File: config.mk
export PLATFORM = sky130hd
export DESIGN_NAME = lsef_cmp
export DESIGN_NICKNAME = d
export VERILOG_FILES = /design/src/sv/lsef_pkg.sv /design/src/sv/lsef_cmp.sv
export SDC_FILE = /design/constraint.sdc
export NUM_CORES = 1
export LEC_CHECK = 0
export BUFFER_PORTS_ARGS = -buffer_cell sky130_fd_sc_hd__buf_2
export CAP_MARGIN = 20
export CORE_AREA = 2 2 39 41
export DETAILED_ROUTE_END_ITERATION = 8
export DIE_AREA = 0 0 41 43
export PLACE_DENSITY = 0.47
export REMOVE_ABC_BUFFERS = 1
export SETUP_SLACK_MARGIN = 0.15
export SYNTH_ARGS = -nofsm -noshare
export SYNTH_HDL_FRONTEND = slang
export SYNTH_SLANG_ARGS = --single-unit
File: constraint.sdc
create_clock -name vclk -period 1.5
set_input_delay 0.3 -clock vclk [all_inputs]
set_output_delay 0.3 -clock vclk [all_outputs]
set_load 0.02 [all_outputs]
File: src/sv/lsef_pkg.sv
// Package for largest_scc_edge_filter: sizes, codes, state and memory word types.
// No dependencies.
package lsef_pkg;

  localparam int MAX_NODES = 1024;
  localparam int MAX_EDGES = 4096;
  localparam int NODE_W    = $clog2(MAX_NODES);
  localparam int CNT_W     = NODE_W + 1;
  localparam int EIDX_W    = $clog2(MAX_EDGES);
  localparam int EPTR_W    = EIDX_W + 1;
  localparam logic [EPTR_W-1:0] NIL_EDGE = EPTR_W'(MAX_EDGES);

  typedef enum logic [1:0] {
    MODE_ADD   = 2'd0,
    MODE_RUN   = 2'd1,
    MODE_FETCH = 2'd2,
    MODE_CLEAR = 2'd3
  } mode_e;

  typedef enum logic [1:0] {
    STAT_OK    = 2'd0,
    STAT_DROP  = 2'd1,
    STAT_EMPTY = 2'd2
  } status_e;

  typedef enum logic [4:0] {
    ST_INIT_CLR, ST_IDLE,
    ST_ADD_RD, ST_ADD_WR, ST_ADD_LINK,
    ST_RUN_CLR, ST_ROOT, ST_ROOT_CHK,
    ST_TOP, ST_TOP_RD, ST_U_LD, ST_CUR, ST_EDGE, ST_EDGE2, ST_V_CHK,
    ST_FIN_RD, ST_FIN_HEAD, ST_FIN_E, ST_FIN_E2, ST_FIN_E3, ST_FIN_E4, ST_FIN_CHK,
    ST_POP_RD, ST_POP_W, ST_POP_W2, ST_POP_END,
    ST_FT_N, ST_FT_N2, ST_FT_E, ST_FT_E2, ST_FT_E3
  } state_e;

  typedef struct packed {
    logic [CNT_W-1:0]  visit;
    logic [CNT_W-1:0]  low;
    logic              on_stk;
    logic [NODE_W-1:0] label;
    logic [EPTR_W-1:0] cursor;
  } node_t;

  typedef struct packed {
    logic [EPTR_W-1:0] head;
    logic [EPTR_W-1:0] tail;
  } list_t;

endpackage

File: src/sv/lsef_cmp.sv
// Shared magnitude compare unit of the search and fetch sequencer.
// Depends on lsef_pkg.
module lsef_cmp (
  input  logic [lsef_pkg::CNT_W-1:0] a_i,
  input  logic [lsef_pkg::CNT_W-1:0] b_i,
  output logic                       lt_o,
  output logic                       eq_o
);

  assign lt_o = (a_i < b_i);
  assign eq_o = (a_i == b_i);

endmodule

======== Word-level counts from Yosys, hierarchy flattened ========
Index checks and enable logic that the tools add are counted.
operators by class
  order comparisons ....................... 1
  equal/unequal tests ..................... 1
operator list
  kind            count
  $eq A11 B11 Y1  1
  $lt A11 B11 Y1  1
storage, ports and cells
  flip-flop bits (word level) ............. 0
  word-level logic and storage cells ...... 2

======== Logic depth before layout (Yosys ltp) ========
  depth after elaboration ................. 1
  mapped depth ............................ 6

======== Worst setup path after synthesis ========
OpenSTA, ideal clock, no wires.
  path kind ............................... input to output
  start ................................... input port b_i[8] (netlist bit)
  end ..................................... output port lt_o
  arrival ................................. 1.265 ns
  data required time ...................... 1.200 ns
  setup slack ............................. -0.065 ns
  stages .................................. 6
  path buffers ............................ 0
  path through ............................ inv_1 -> ha_1 -> a21o_1 -> a21o_1 -> a21oi_2 -> o21a_1
on the way
  longest elaborated chain between the ends .. 1
RTL lines
  what                RTL line        RTL
  start: declaration  lsef_cmp.sv:5   input logic [lsef_pkg::CNT_W-1:0] b_i,
  $lt A11 B11 Y1      lsef_cmp.sv:10  assign lt_o = (a_i < b_i);
  end: declaration    lsef_cmp.sv:6   output logic lt_o,
Every way passes these cells.

======== Final worst setup path ========
Same ends and word-level chain as after synthesis.

==> summary.txt <==
Critical path
  • CP max FO: 2
  • Crit Path Class: input port to output pin
  • CP endpoint kind: output pin
  • Type of origin of the critical path: input port
  • Critical path arrival: 1.33 ns
  • Critical Path RT: 1.20 ns

Drt
  • Highest routed layer: met3
  • Post-DRT Antenna Nets: 0
  • Wl on met1: 284 µm
  • First-pass detailed-route iteration total: 1
  • Via count: 330
  • Vias per cell: 4.23
  • Drc violations: 0
  • Final wirelength: 695 µm
  • DR WL met3: 104 µm
  • Drt wl/cell: 8.91 µm
  • DRT iter0 DRCs: 0
  • Detailed-routed wire length on met2: 306 µm

Layout
  • Syn-to-layout area delta: 103%
  • Multi-input gate area: 327 µm²
  • Final net count: 97
  • Share of cells above drive strength 1: 62.9%
  • Sequential Area: 0 µm²
  • Fillers: 154
  • Layout Cells excl Fill: 78
  • Sequential cell count: 0
  • Clkbuf count: 0
  • # diodes: 0

GRT
  • Grt total ovfl: 0
  • Initial antenna violation count: 0
  • Wire length of the first global-routing pass: 1110 µm
  • Largest net degree at the start of global routing: 4
  • Vias in the first global route: 318
  • All-layer global routing usage: 8.39%

Power
  • Internal power: 0.0872 mW
  • Peak VDD IR: 0.0956 mV
  • Comb pwr share: 100.0%
  • Clock Power Share: 0%
  • Sequential power share: 0%
  • Switching Share: 41.9%
  • PwrDens: 272 mW/mm²
  • Psw: 0.0630 mW
  • Leak: 0.285 nW

STA
  • Slew @ Worst Pin: 0.168 ns
  • Final setup fails: 1
  • Min Hold Slack: 1.08 ns
  • Fin Setup TNS: -0.127 ns
  • PnR worst setup slack: -0.127 ns
  • Final Max Tran Viols: 0
  • Period utilization: 108%
  • Fin. Hold Viols: 0
  • Minimum clock period: 1.63 ns
  • Peak Freq: 615 MHz
  • RSZ-0062 raised after global routing: true
  • Slew HR: 88.7%

Logic synthesis
  • Syn avg cell area: 7.34 µm²
  • Cell area after synthesis: 272 µm²
  • Register area share after synthesis: 0%
  • Cell count after synthesis: 37
  • Synth Warn #: 0
  • Post-synth cell types: 13

Placement
  • Placed instance count: 78
  • Port bufs: 24
  • Final RePlAce weighted congestion: 0.596
  • DP Wirelength: 547 µm

Worst hold path
  • Hold WC Path Type: input port to output pin

Clocking
  • CTS Hold Buffers Added: 0
  • Setup Buffers After CTS: 0

Floorplan
  • Initial Util: 19.6%
  • Die H: 43 µm
  • Std cell rows: 14
  • CORE AREA: 0.00138 mm²
  • Io pins: 24
  • Die Area: 0.00176 mm²
  • Die width: 41 µm

Outcome
  • Failing checks: negative setup slack
  • Outcome: finished with violations

Job
  • Max Cap Viol: 0
-- final timing paths --
| check | start | to | slack (ns) | depth (start not counted) |
|---|---|---|---|---|
| setup / recovery | b_i[8] | lt_o | -0.13 | 8 |
| hold / removal | a_i[10] | lt_o | 1.08 | 5 |
-- final cells by class --
| cell class | count | area share (%) |
|---|---|---|
| multi-input cells | 26 | 59.2 |
| well taps | 16 | 3.63 |
| inverters | 11 | 8.39 |
| repair buffers | 25 | 28.8 |
-- repair_timing --
item                                    in CTS  in global routing
endpoints found under the setup margin       2                  2
cloned                                       0                  0
gates resized for setup                     21                  3
pin swaps                                   10                  2
-- critical path, cell delays in order --
cell and delay, ns:
buf_6 0.10, inv_4 0.05, ha_4 0.20, a21o_1 0.16, a21o_1 0.16, a21oi_2 0.12, o21a_1 0.14, buf_6 0.11
-- layout by cell type, fill, tap and decap left out, drive strengths merged --
master,count
inv,11
ha,11
a21o,2
a21oi,3
nor3,2
nor2,1
nand3,1
o21a,1
buf,25
nand3b,1
nand4,2
o21ai,1
a211oi,1
-- routing by layer --
metal | vias to the layer above | GRT usage (%)
met5 | - | 0
met4 | 0 | 0
met3 | 0 | 1.57
met2 | 18 | 15.3
met1 | 134 | 10.1
li1 | 178 | -
-- power by group through the flow --
stage / clock [mW] / combinational, mW / sequential, mW
after floorplan: 0 / 0.0588 / 0
after global placement: 0 / 0.104 / 0
after detailed placement: 0 / 0.104 / 0
after CTS: 0 / 0.148 / 0
after global routing: 0 / 0.170 / 0
final: 0 / 0.150 / 0
-- cells in the mapped netlist (all sizes together) --
| library cell | count | area, µm² |
|---|---|---|
| o21a | 1 | 7.51 |
| nand4 | 2 | 12.5 |
| a21o | 2 | 15.0 |
| nor2 | 1 | 3.75 |
| a21oi | 3 | 18.8 |
| nand3b | 1 | 7.51 |
| o21ai | 1 | 5.00 |
| ha | 11 | 138 |
| a211oi | 1 | 7.51 |
| nand3 | 1 | 5.00 |
| inv | 11 | 41.3 |
| nor3 | 2 | 10.0 |
-- cell families after synthesis --
| kind of cell | count (synthesis) | synth area share, % |
|---|---|---|
| adder cells (fa/ha/maj) | 11 | 50.7 |
| buffers and inverters | 11 | 15.2 |
| AND/OR/NAND/NOR | 7 | 14.3 |
| AO/OA/AOI/OAI | 8 | 19.8 |
-- stage by stage --
stage	utilization, %	instance area [µm²]	worst slack, ns	total power [mW]
after floorplan	-	272	-0.0648	0.0588
after detailed placement	30.3	419	-0.246	0.104
after CTS	39.5	547	-0.149	0.148
after global routing	39.9	552	-0.174	0.170
after global placement	30.3	419	-0.263	0.104
final	39.9	552	-0.127	0.150
Power figures use the tool's default switching activity.
